==> config.mk <==
export PLATFORM = sky130hd
export DESIGN_NAME = midpoint_ellipse_raster
export DESIGN_NICKNAME = d
export VERILOG_FILES = /design/src/hw/rtl/mer_pkg.sv /design/src/hw/rtl/mer_front.sv /design/src/hw/rtl/mer_engine.sv /design/src/hw/rtl/mer_emit.sv /design/src/hw/rtl/midpoint_ellipse_raster.sv
export SDC_FILE = /design/constraint.sdc
export NUM_CORES = 2
export LEC_CHECK = 0
export BUFFER_PORTS_ARGS = -buffer_cell sky130_fd_sc_hd__buf_2
export CORE_UTILIZATION = 65
export DETAILED_ROUTE_END_ITERATION = 7
export PLACE_DENSITY_LB_ADDON = 0.05
export SKIP_CTS_REPAIR_TIMING = 1
export SYNTH_ARGS = -nofsm -noshare
export SYNTH_HDL_FRONTEND = slang
export SYNTH_SLANG_ARGS = --single-unit
==> constraint.sdc <==
create_clock -name clk_i -period 11.6 [get_ports clk_i]
set_input_delay 1.74 -clock clk_i [delete_from_list [all_inputs] [get_ports clk_i]]
set_output_delay 1.74 -clock clk_i [all_outputs]
set_load 0.01 [all_outputs]
==> src/hw/rtl/mer_pkg.sv <==
package mer_pkg;

  localparam int COORD_BITS  = 11;
  localparam int RADIUS_BITS = 10;

  localparam int SQ_BITS   = 2 * RADIUS_BITS;
  localparam int STEP_BITS = RADIUS_BITS + 2;
  localparam int MUL_BITS  = 2 * RADIUS_BITS + 4;
  localparam int PROD_BITS = 2 * MUL_BITS;
  localparam int DEC_BITS  = 48;
  localparam int PIX_BITS  = 13;

  localparam int IN_FIELD_BITS = 2 * COORD_BITS + 2 * RADIUS_BITS;
  localparam int IN_DATA_BITS  = ((IN_FIELD_BITS + 7) / 8) * 8;
  localparam int OUT_DATA_BITS = ((2 * PIX_BITS + 7) / 8) * 8;

  localparam int QUEUE_DEPTH = 2;
  localparam int QPTR_BITS   = (QUEUE_DEPTH > 1) ? $clog2(QUEUE_DEPTH) : 1;
  localparam int QCNT_BITS   = $clog2(QUEUE_DEPTH + 1);

  localparam int PIX_PER_POINT = 4;
  localparam int PIX_CNT_BITS  = $clog2(PIX_PER_POINT);

  // action field codes
  localparam logic ACT_ADVANCE = 1'b0;
  localparam logic ACT_START   = 1'b1;

  typedef struct packed {
    logic                   start;
    logic [COORD_BITS-1:0]  cx;
    logic [COORD_BITS-1:0]  cy;
    logic [RADIUS_BITS-1:0] rx;
    logic [RADIUS_BITS-1:0] ry;
  } mer_cmd_t;

  typedef struct packed {
    logic signed [STEP_BITS-1:0] x;
    logic signed [STEP_BITS-1:0] y;
    logic [COORD_BITS-1:0]       cx;
    logic [COORD_BITS-1:0]       cy;
    logic                        final_pt;
  } mer_point_t;

endpackage

==> src/hw/rtl/mer_front.sv <==
module mer_front (
  input  logic                             clk_i,
  input  logic                             rst_ni,
  input  logic                             s_axis_tvalid_i,
  output logic                             s_axis_tready_o,
  input  logic [mer_pkg::IN_DATA_BITS-1:0] s_axis_tdata_i,
  input  logic                             s_axis_tuser_i,
  output logic                             q_valid_o,
  output mer_pkg::mer_cmd_t                q_cmd_o,
  input  logic                             q_pop_i
);
  import mer_pkg::*;

  mer_cmd_t entry_q [QUEUE_DEPTH];
  logic [QPTR_BITS-1:0] wr_q, rd_q;
  logic [QCNT_BITS-1:0] cnt_q;
  mer_cmd_t in_cmd;
  logic push, pop;

  always_comb begin
    in_cmd.start = (s_axis_tuser_i == ACT_START);
    in_cmd.cx    = s_axis_tdata_i[COORD_BITS-1:0];
    in_cmd.cy    = s_axis_tdata_i[2*COORD_BITS-1:COORD_BITS];
    in_cmd.rx    = s_axis_tdata_i[2*COORD_BITS+RADIUS_BITS-1:2*COORD_BITS];
    in_cmd.ry    = s_axis_tdata_i[IN_FIELD_BITS-1:2*COORD_BITS+RADIUS_BITS];
  end

  assign s_axis_tready_o = (cnt_q != QCNT_BITS'(QUEUE_DEPTH));
  assign q_valid_o       = (cnt_q != '0);
  assign q_cmd_o         = entry_q[rd_q];
  assign push            = s_axis_tvalid_i && s_axis_tready_o;
  assign pop             = q_pop_i && q_valid_o;

  always_ff @(posedge clk_i or negedge rst_ni) begin
    if (!rst_ni) begin
      wr_q  <= '0;
      rd_q  <= '0;
      cnt_q <= '0;
    end else begin
      if (push) begin
        wr_q <= (wr_q == QPTR_BITS'(QUEUE_DEPTH - 1)) ? '0 : wr_q + 1'b1;
      end
      if (pop) begin
        rd_q <= (rd_q == QPTR_BITS'(QUEUE_DEPTH - 1)) ? '0 : rd_q + 1'b1;
      end
      if (push && !pop) begin
        cnt_q <= cnt_q + 1'b1;
      end else if (pop && !push) begin
        cnt_q <= cnt_q - 1'b1;
      end
    end
  end

  always_ff @(posedge clk_i) begin
    if (push) begin
      entry_q[wr_q] <= in_cmd;
    end
  end

endmodule

==> src/hw/rtl/mer_engine.sv <==
module mer_engine (
  input  logic                clk_i,
  input  logic                rst_ni,
  input  logic                q_valid_i,
  input  mer_pkg::mer_cmd_t   q_cmd_i,
  output logic                q_pop_o,
  input  logic                em_can_load_i,
  output logic                em_load_o,
  output mer_pkg::mer_point_t em_point_o
);
  import mer_pkg::*;

  localparam logic [2:0] ST_READY = 3'd0;
  localparam logic [2:0] ST_PROD  = 3'd1;
  localparam logic [2:0] ST_INIT  = 3'd2;
  localparam logic [2:0] ST_CHK   = 3'd3;
  localparam logic [2:0] ST_SQ    = 3'd4;
  localparam logic [2:0] ST_D2    = 3'd5;
  localparam logic [2:0] ST_ADV   = 3'd6;

  localparam logic signed [MUL_BITS-1:0]  C_ONE   = MUL_BITS'(1);
  localparam logic signed [MUL_BITS-1:0]  C_TWO   = MUL_BITS'(2);
  localparam logic signed [MUL_BITS-1:0]  C_THREE = MUL_BITS'(3);
  localparam logic signed [STEP_BITS-1:0] S_ONE   = STEP_BITS'(1);

  logic [2:0] state_q, state_d;
  logic busy_q, busy_d, pend_q, pend_d, r2_q, r2_d;

  logic [COORD_BITS-1:0]       cx_q, cx_d, cy_q, cy_d;
  logic [RADIUS_BITS-1:0]      ry_q, ry_d;
  logic [SQ_BITS-1:0]          rx_sq_q, rx_sq_d, ry_sq_q, ry_sq_d;
  logic signed [DEC_BITS-1:0]  sq_prod_q, sq_prod_d;
  logic signed [STEP_BITS-1:0] x_q, x_d, y_q, y_d;
  logic signed [DEC_BITS-1:0]  d1_q, d1_d, d2_q, d2_d;
  logic signed [DEC_BITS-1:0]  p0_q, p1_q;

  logic signed [MUL_BITS-1:0]  ma0, mb0, ma1, mb1;
  logic signed [PROD_BITS-1:0] prod0, prod1;

  logic signed [MUL_BITS-1:0] rxsq_m, rysq_m, x_m, y_m, ry_m, p0_m, p1_m;
  logic signed [MUL_BITS-1:0] qrx_m, qry_m, k2x3, k3m2y, k2p2x, ynew_m;
  logic signed [DEC_BITS-1:0] rysq_w, rxsq_qtr, rysq_qtr;
  logic final_now, take_point;

  assign rxsq_m = MUL_BITS'($signed({1'b0, rx_sq_q}));
  assign rysq_m = MUL_BITS'($signed({1'b0, ry_sq_q}));
  assign x_m    = MUL_BITS'(x_q);
  assign y_m    = MUL_BITS'(y_q);
  assign ry_m   = MUL_BITS'($signed({1'b0, ry_q}));
  assign p0_m   = MUL_BITS'(p0_q);
  assign p1_m   = MUL_BITS'(p1_q);
  assign qrx_m  = MUL_BITS'($signed({1'b0, q_cmd_i.rx}));
  assign qry_m  = MUL_BITS'($signed({1'b0, q_cmd_i.ry}));
  assign k2x3   = (x_m <<< 1) + C_THREE;
  assign k3m2y  = C_THREE - (y_m <<< 1);
  assign k2p2x  = C_TWO + (x_m <<< 1);
  // y after the region-one step, chosen by the sign of the old decision
  assign ynew_m = d1_q[DEC_BITS-1] ? y_m : y_m - C_ONE;

  assign rysq_w   = DEC_BITS'($signed({1'b0, ry_sq_q}));
  assign rxsq_qtr = DEC_BITS'($signed({3'b000, rx_sq_q[SQ_BITS-1:2]}));
  assign rysq_qtr = DEC_BITS'($signed({3'b000, ry_sq_q[SQ_BITS-1:2]}));

  assign final_now = r2_q && (y_q == '0);

  assign em_point_o.x        = x_q;
  assign em_point_o.y        = y_q;
  assign em_point_o.cx       = cx_q;
  assign em_point_o.cy       = cy_q;
  assign em_point_o.final_pt = final_now;

  assign prod0 = ma0 * mb0;
  assign prod1 = ma1 * mb1;

  always_comb begin
    state_d   = state_q;
    busy_d    = busy_q;
    pend_d    = pend_q;
    r2_d      = r2_q;
    cx_d      = cx_q;
    cy_d      = cy_q;
    ry_d      = ry_q;
    rx_sq_d   = rx_sq_q;
    ry_sq_d   = ry_sq_q;
    sq_prod_d = sq_prod_q;
    x_d       = x_q;
    y_d       = y_q;
    d1_d      = d1_q;
    d2_d      = d2_q;
    q_pop_o   = 1'b0;
    em_load_o = 1'b0;
    take_point = 1'b0;
    // advance products by default, issued while a point is handed out
    ma0 = rysq_m;
    mb0 = r2_q ? k2p2x : k2x3;
    ma1 = rxsq_m;
    mb1 = k3m2y;

    unique case (state_q)
      ST_READY: begin
        if (pend_q) begin
          take_point = em_can_load_i;
          if (em_can_load_i) begin
            pend_d = 1'b0;
          end
        end else if (q_valid_i) begin
          if (q_cmd_i.start) begin
            q_pop_o = 1'b1;
            cx_d    = q_cmd_i.cx;
            cy_d    = q_cmd_i.cy;
            ry_d    = q_cmd_i.ry;
            busy_d  = 1'b1;
            pend_d  = 1'b1;
            ma0     = qrx_m;
            mb0     = qrx_m;
            ma1     = qry_m;
            mb1     = qry_m;
            state_d = ST_PROD;
          end else if (!busy_q) begin
            q_pop_o = 1'b1;
          end else if (em_can_load_i) begin
            q_pop_o    = 1'b1;
            take_point = 1'b1;
          end
        end
        if (take_point) begin
          em_load_o = 1'b1;
          if (final_now) begin
            busy_d = 1'b0;
          end else begin
            state_d = ST_ADV;
          end
        end
      end
      ST_PROD: begin
        rx_sq_d = p0_q[SQ_BITS-1:0];
        ry_sq_d = p1_q[SQ_BITS-1:0];
        ma0     = p0_m;
        mb0     = p1_m;
        ma1     = p0_m;
        mb1     = ry_m;
        state_d = ST_INIT;
      end
      ST_INIT: begin
        sq_prod_d = p0_q;
        d1_d      = rysq_w - p1_q + rxsq_qtr;
        d2_d      = '0;
        x_d       = '0;
        y_d       = STEP_BITS'($signed({1'b0, ry_q}));
        r2_d      = 1'b0;
        ma0       = '0;
        mb0       = rysq_m;
        ma1       = ry_m;
        mb1       = rxsq_m;
        state_d   = ST_CHK;
      end
      ST_CHK: begin
        // region one holds while x*ry^2 < y*rx^2
        ma0 = x_m;
        mb0 = x_m + C_ONE;
        ma1 = y_m - C_ONE;
        mb1 = y_m - C_ONE;
        if (p0_q < p1_q) begin
          state_d = ST_READY;
        end else begin
          state_d = ST_SQ;
        end
      end
      ST_SQ: begin
        ma0     = rysq_m;
        mb0     = p0_m;
        ma1     = rxsq_m;
        mb1     = p1_m;
        state_d = ST_D2;
      end
      ST_D2: begin
        d2_d    = p0_q + rysq_qtr + p1_q - sq_prod_q;
        r2_d    = 1'b1;
        state_d = ST_READY;
      end
      ST_ADV: begin
        if (!r2_q) begin
          if (d1_q[DEC_BITS-1]) begin
            d1_d = d1_q + p0_q;
          end else begin
            d1_d = d1_q + p0_q + p1_q;
          end
          x_d     = x_q + S_ONE;
          y_d     = STEP_BITS'(ynew_m);
          ma0     = x_m + C_ONE;
          mb0     = rysq_m;
          ma1     = ynew_m;
          mb1     = rxsq_m;
          state_d = ST_CHK;
        end else begin
          if (d2_q[DEC_BITS-1]) begin
            d2_d = d2_q + p1_q + p0_q;
            x_d  = x_q + S_ONE;
          end else begin
            d2_d = d2_q + p1_q;
          end
          y_d     = y_q - S_ONE;
          state_d = ST_READY;
        end
      end
      default: begin
        state_d = ST_READY;
      end
    endcase
  end

  always_ff @(posedge clk_i or negedge rst_ni) begin
    if (!rst_ni) begin
      state_q <= ST_READY;
      busy_q  <= 1'b0;
      pend_q  <= 1'b0;
      r2_q    <= 1'b0;
    end else begin
      state_q <= state_d;
      busy_q  <= busy_d;
      pend_q  <= pend_d;
      r2_q    <= r2_d;
    end
  end

  always_ff @(posedge clk_i) begin
    cx_q      <= cx_d;
    cy_q      <= cy_d;
    ry_q      <= ry_d;
    rx_sq_q   <= rx_sq_d;
    ry_sq_q   <= ry_sq_d;
    sq_prod_q <= sq_prod_d;
    x_q       <= x_d;
    y_q       <= y_d;
    d1_q      <= d1_d;
    d2_q      <= d2_d;
    p0_q      <= DEC_BITS'(prod0);
    p1_q      <= DEC_BITS'(prod1);
  end

endmodule

==> src/hw/rtl/mer_emit.sv <==
module mer_emit (
  input  logic                              clk_i,
  input  logic                              rst_ni,
  input  logic                              em_load_i,
  input  mer_pkg::mer_point_t               em_point_i,
  output logic                              em_can_load_o,
  output logic                              m_axis_tvalid_o,
  input  logic                              m_axis_tready_i,
  output logic [mer_pkg::OUT_DATA_BITS-1:0] m_axis_tdata_o,
  output logic                              m_axis_tlast_o,
  output logic                              m_axis_tuser_o
);
  import mer_pkg::*;

  localparam logic [PIX_CNT_BITS-1:0] LAST_PIX = PIX_CNT_BITS'(PIX_PER_POINT - 1);

  mer_point_t pt_q;
  logic vld_q;
  logic [PIX_CNT_BITS-1:0] cnt_q;
  logic [PIX_BITS-1:0] cx_p, cy_p, x_p, y_p, px, py;

  assign em_can_load_o = !vld_q || (m_axis_tready_i && (cnt_q == LAST_PIX));

  assign cx_p = PIX_BITS'({1'b0, pt_q.cx});
  assign cy_p = PIX_BITS'({1'b0, pt_q.cy});
  assign x_p  = PIX_BITS'(pt_q.x);
  assign y_p  = PIX_BITS'(pt_q.y);
  // pixel order: (+x,+y) (-x,+y) (+x,-y) (-x,-y)
  assign px   = cnt_q[0] ? cx_p - x_p : cx_p + x_p;
  assign py   = cnt_q[1] ? cy_p - y_p : cy_p + y_p;

  assign m_axis_tvalid_o = vld_q;
  assign m_axis_tdata_o  = OUT_DATA_BITS'({py, px});
  assign m_axis_tlast_o  = (cnt_q == LAST_PIX);
  assign m_axis_tuser_o  = pt_q.final_pt;

  always_ff @(posedge clk_i or negedge rst_ni) begin
    if (!rst_ni) begin
      vld_q <= 1'b0;
      cnt_q <= '0;
    end else if (em_load_i) begin
      vld_q <= 1'b1;
      cnt_q <= '0;
    end else if (vld_q && m_axis_tready_i) begin
      if (cnt_q == LAST_PIX) begin
        vld_q <= 1'b0;
      end
      cnt_q <= cnt_q + 1'b1;
    end
  end

  always_ff @(posedge clk_i) begin
    if (em_load_i) begin
      pt_q <= em_point_i;
    end
  end

endmodule

==> src/hw/rtl/midpoint_ellipse_raster.sv <==
// Channel  | dir | tdata, lowest bit up                      | tuser         | tlast
// s_axis   | in  | center_x 11, center_y 11, radius_x 10,    | action        | -
//          |     | radius_y 10, zero pad to 48               |               |
// m_axis   | out | pixel_x 13, pixel_y 13, zero pad to 32    | final_point   | last_of_point
//
// A 2-entry input queue feeds an arithmetic sequencer with two 24x24 multipliers.
// Advance: the sequencer works on the next point while the emitter sends 4 pixels;
// it steps READY, ADV in region two, READY, ADV, CHK in region one, and SQ, D2 on
// the switch. Start: squares, products, first region test (PROD, INIT, CHK), and
// SQ, D2 if the first point already lies in region two; it then loads into the emitter.
// Reset (async, active low) leaves it idle; a stalled output backs up the queue.
module midpoint_ellipse_raster (
  input  logic                              clk_i,
  input  logic                              rst_ni,
  input  logic                              s_axis_tvalid_i,
  output logic                              s_axis_tready_o,
  // center_x, center_y, radius_x, radius_y, zero pad
  input  logic [mer_pkg::IN_DATA_BITS-1:0]  s_axis_tdata_i,
  // action
  input  logic                              s_axis_tuser_i,
  output logic                              m_axis_tvalid_o,
  input  logic                              m_axis_tready_i,
  // pixel_x, pixel_y, zero pad
  output logic [mer_pkg::OUT_DATA_BITS-1:0] m_axis_tdata_o,
  // last_of_point
  output logic                              m_axis_tlast_o,
  // final_point
  output logic                              m_axis_tuser_o
);
  import mer_pkg::*;

  logic       q_valid, q_pop, em_can_load, em_load;
  mer_cmd_t   q_cmd;
  mer_point_t em_point;

  mer_front u_front (
    .clk_i           (clk_i),
    .rst_ni          (rst_ni),
    .s_axis_tvalid_i (s_axis_tvalid_i),
    .s_axis_tready_o (s_axis_tready_o),
    .s_axis_tdata_i  (s_axis_tdata_i),
    .s_axis_tuser_i  (s_axis_tuser_i),
    .q_valid_o       (q_valid),
    .q_cmd_o         (q_cmd),
    .q_pop_i         (q_pop)
  );

  mer_engine u_engine (
    .clk_i         (clk_i),
    .rst_ni        (rst_ni),
    .q_valid_i     (q_valid),
    .q_cmd_i       (q_cmd),
    .q_pop_o       (q_pop),
    .em_can_load_i (em_can_load),
    .em_load_o     (em_load),
    .em_point_o    (em_point)
  );

  mer_emit u_emit (
    .clk_i           (clk_i),
    .rst_ni          (rst_ni),
    .em_load_i       (em_load),
    .em_point_i      (em_point),
    .em_can_load_o   (em_can_load),
    .m_axis_tvalid_o (m_axis_tvalid_o),
    .m_axis_tready_i (m_axis_tready_i),
    .m_axis_tdata_o  (m_axis_tdata_o),
    .m_axis_tlast_o  (m_axis_tlast_o),
    .m_axis_tuser_o  (m_axis_tuser_o)
  );

endmodule

==> out/qor.log <==
qor: clock_network.htreeDepth 2
qor: synth.synth_area_leaders sky130_fd_sc_hd__fa_1 (33%), sky130_fd_sc_hd__edfxtp_1 (14%), sky130_fd_sc_hd__ha_1 (9.9%)
qor: final_layout.area.growth.synth_to_final 5.77%
qor: synth.synthDominantAreaCellType sky130_fd_sc_hd__fa_1
qor: synth.ys_ff_latch 482
qor: critical_path.worst-endpoint-required 12.15 ns
qor: final_layout.finalNetCount 10800
qor: sta.finalMaxSlewViolations 0
qor: final_layout.storage_element_area 0.0134 mm²
qor: sta.tightest_slew 1.27 ns
qor: synth.synth_enable_flop_cells 373
qor: die.start_util 65.8%
qor: synth.postSynthCellCount 8809
qor: detailed_routing.viasPerCell 6.18
qor: place.finalWeightedCongestion 1.00
qor: synth.postSynth.asyncResetShare 2.70%
qor: detailed_routing.postRouteWirelength 247000 µm
qor: clock_network.clock_latency 0.68 ns
qor: detailed_routing.drc 0
qor: clock_network.tritoncts.num_buffers 55
qor: clock_network.clkTransAtPathRegs 0.07 ns
qor: synth.syn-cell-area 0.0802 mm²
qor: critical_path.startpoint_type register
qor: synth.prevailing_post_synth_register_cell sky130_fd_sc_hd__edfxtp_1
qor: final_layout.post_route_cells_drive_above_1_share 5.50%
qor: critical_path.worstRegToRegCells 35
qor: critical_path.arrival 11.84 ns
qor: synth.netlist.area_leader.share 32.5%
qor: synth.ys.warnings.count 0
qor: global_routing.wire_length_of_the_first_global_routing_pass 383000 µm
qor: place.io_buffer_count 76
qor: critical_path.critical_path_buf_inv_count 8
qor: final_layout.layout.cells.most_common sky130_fd_sc_hd__inv_1
qor: sta.fin_crit_sh 97.3%
qor: hold_path.hold_path_class register to register
qor: critical_path.setup.worst_path.class register to register
qor: synth.synthDistinctLibCells 111
qor: status.result_of_the_run finished, final reports clean
qor: sta.timing.final.crit_period 11.29 ns
qor: global_routing.number_of_global_route_vias_before_repair 66600
qor: hold_path.min_delay_path_depth 0
qor: hold_path.worstHoldStart u_engine.cy_q[3]
qor: critical_path.critical-path-top-delay-family adder cells
qor: critical_path.setup.worst_path.end_class register
qor: sta.final_hold_viol_count 0
qor: detailed_routing.first_iter_violations 6937
qor: final_layout.layout.cells.most_common_list sky130_fd_sc_hd__inv_1 (1665), sky130_fd_sc_hd__fa_1 (1303), sky130_fd_sc_hd__nand2_1 (1112), sky130_fd_sc_hd__ha_1 (633), sky130_fd_sc_hd__nor2_1 (561)
qor: sta.setup_total_negative_slack 0 ns
qor: final_layout.multi_input_area 0.0594 mm²
qor: die.floorplan.io_pins 89
qor: critical_path.capture_point_of_the_worst_reg_to_reg_path u_engine.p1_q[44]
qor: synth.synthesis.area_per_instance 9.11 µm²
qor: final_layout.stdcell_count 10500
qor: die.fp.dieArea 0.125 mm²
qor: detailed_routing.detail_route.wl_per_cell 23.6 µm
qor: detailed_routing.final_antenna_net_count 0
qor: sta.setup_violations 0
qor: detailed_routing.tritonroute_pass_1_iters 7
qor: synth.synth.yosys.seq_area_share 16.8%
qor: die.coreArea 0.122 mm²
qor: sta.rsz0062_at_grt false
qor: final_layout.finish.instance_area 0.0849 mm²
qor: die.dieHeight 353 µm
qor: global_routing.grt_antenna_before_repair 12
qor: critical_path.critical_path.max_fanout 23
qor: job.max_cap_violations 0
qor: sta.fmaxAchievable 0.0886 GHz
qor: critical_path.r2r_slack 0.31 ns
qor: critical_path.worst_path_most_repeated_cell sky130_fd_sc_hd__fa_1
qor: place.placed_area 0.0829 mm²
qor: sta.finClkSkew 0.0576 ns
qor: detailed_routing.routed-via-count 64700
qor: final_layout.n_fill_cell 9653
qor: clock_network.cts.root.buffer_cell sky130_fd_sc_hd__clkbuf_16
qor: clock_network.clk_path_buf_depth 3
qor: place.hpwl 202000 µm
qor: place.placed_cell_count 10400
qor: global_routing.remaining_overflow_grt 0
qor: global_routing.track_usage 40.3%
qor: critical_path.library_cell_contributing_the_largest_single_delay_on_the_critical_path sky130_fd_sc_hd__a221o_1
qor: global_routing.grt_start_max_net_pins 123
qor: clock_network.cts.sinks 482
qor: critical_path.slowest_delay 0.69 ns
qor: hold_path.hold_ep u_emit.cy_p[3]
qor: die.rows 128
qor: clock_network.tritoncts_clock_tree yes
qor: die.fp.dieW 353 µm
qor: sta.slew-limit-headroom 15.2%
qor: critical_path.worstReg2RegStart u_engine.y_q[0]
-- final cells by class --
cell class / instances / share of cell area [%]
clock buffer: 71 / 1.76
tap: 1625 / 2.40
timing repair buffer: 256 / 2.11
multi-input combinational: 6323 / 69.9
antenna: 9 / 0.0265
sequential: 482 / 15.8
clock inverter: 29 / 0.534
inverter: 1668 / 7.38
-- state kept, by name (all words and copies together), names as in the netlist, 2 cells and up --
name                flops
u_engine.sq_prod_q     48
u_engine.d2_q          48
u_engine.state_q        3
u_engine.p0_q          48
u_emit.cy_p            11
u_emit.cnt_q            2
u_emit.cx_p            11
u_engine.ry_q          10
u_front.cnt_q           2
u_engine.y_q           12
u_engine.cy_q          11
u_emit.pt_q            24
u_engine.rx_sq_q       20
u_engine.d1_q          48
u_engine.p1_q          48
u_engine.x_q           12
u_front.entry_q        86
u_engine.ry_sq_q       20
u_engine.cx_q          11
-- per-stage QoR --
| stage | setup slack (ns) | utilization (%) | hold WS, ns |
|---|---|---|---|
| 2_1_floorplan | 1.98 | - | 0.400 |
| 3_3_place_gp | 0.637 | 67.9 | 0.402 |
| 3_5_place_dp | 0.532 | 67.9 | 0.405 |
| 4_1_cts | 0.391 | 69.5 | 0.421 |
| 5_1_grt | 0.0388 | 69.5 | 0.424 |
| 6_report | 0.310 | 69.5 | 0.421 |
-- worst max path at each step --
stage | from | endpoint | slack (ns) | cells past startpoint
floorplan | u_engine.state_q[2] | u_engine.p1_q[44] | 1.98 | 32
global placement | u_engine.state_q[2] | u_engine.p0_q[44] | 0.64 | 30
detailed placement | u_engine.state_q[2] | u_engine.p0_q[44] | 0.53 | 30
CTS | u_engine.state_q[2] | u_engine.p0_q[44] | 0.39 | 30
global route | u_engine.y_q[0] | u_engine.p1_q[44] | 0.04 | 35
finish | u_engine.y_q[0] | u_engine.p1_q[44] | 0.31 | 35
-- metal layers --
layer / global-route usage, % / up-vias / part of all wire [%]
met4: 17.4 / 8 / 5.3
li1: - / 28400 / -
met2: 61.4 / 3606 / 43
met5: 0 / - / 0.019
met3: 8.97 / 663 / 12
met1: 55.6 / 32000 / 39
-- cells by family (layout without fill, tap and decap cells) --
kind of cell / after synthesis / in the layout / synth area share (%)
simple gates: 2276 / 2276 / 12.4
mux: 72 / 72 / 0.957
compound gates: 1593 / 1593 / 13.1
other cells: 1 / 15 / 0.00467
buf+inv: 2009 / 2024 / 9.55
xor+xnor: 440 / 440 / 4.80
fa+ha+maj: 1936 / 1936 / 42.4
flops: 482 / 482 / 16.8
-- cells in the mapped netlist (22+ instances only) --
cell type,number
sky130_fd_sc_hd__a211oi_1,58
sky130_fd_sc_hd__nor2b_1,63
sky130_fd_sc_hd__and2_1,104
sky130_fd_sc_hd__nand4_1,46
sky130_fd_sc_hd__fa_1,1303
sky130_fd_sc_hd__dfxtp_1,96
sky130_fd_sc_hd__a21oi_1,477
sky130_fd_sc_hd__a31oi_1,42
sky130_fd_sc_hd__a221oi_1,32
sky130_fd_sc_hd__a22oi_1,31
sky130_fd_sc_hd__a21o_1,200
sky130_fd_sc_hd__nor3_1,87
sky130_fd_sc_hd__ha_1,633
sky130_fd_sc_hd__a221o_1,33
sky130_fd_sc_hd__o21a_1,57
sky130_fd_sc_hd__edfxtp_1,373
sky130_fd_sc_hd__o21bai_1,57
sky130_fd_sc_hd__mux2i_1,37
sky130_fd_sc_hd__o21ai_1,22
sky130_fd_sc_hd__buf_2,76
sky130_fd_sc_hd__xor2_1,130
sky130_fd_sc_hd__mux2_2,34
sky130_fd_sc_hd__nand2b_1,62
sky130_fd_sc_hd__clkbuf_1,235
sky130_fd_sc_hd__nand2_1,1114
sky130_fd_sc_hd__inv_1,1666
sky130_fd_sc_hd__or3_1,29
sky130_fd_sc_hd__nor2_1,567
sky130_fd_sc_hd__o211ai_1,59
sky130_fd_sc_hd__nand3_1,91
sky130_fd_sc_hd__o21ai_0,273
sky130_fd_sc_hd__o22ai_1,33
sky130_fd_sc_hd__buf_1,22
sky130_fd_sc_hd__xnor2_1,310
sky130_fd_sc_hd__and3_1,34
Power is not shown: default switching activity piles up to over one toggle a cycle in this logic, so the estimate is an artifact.
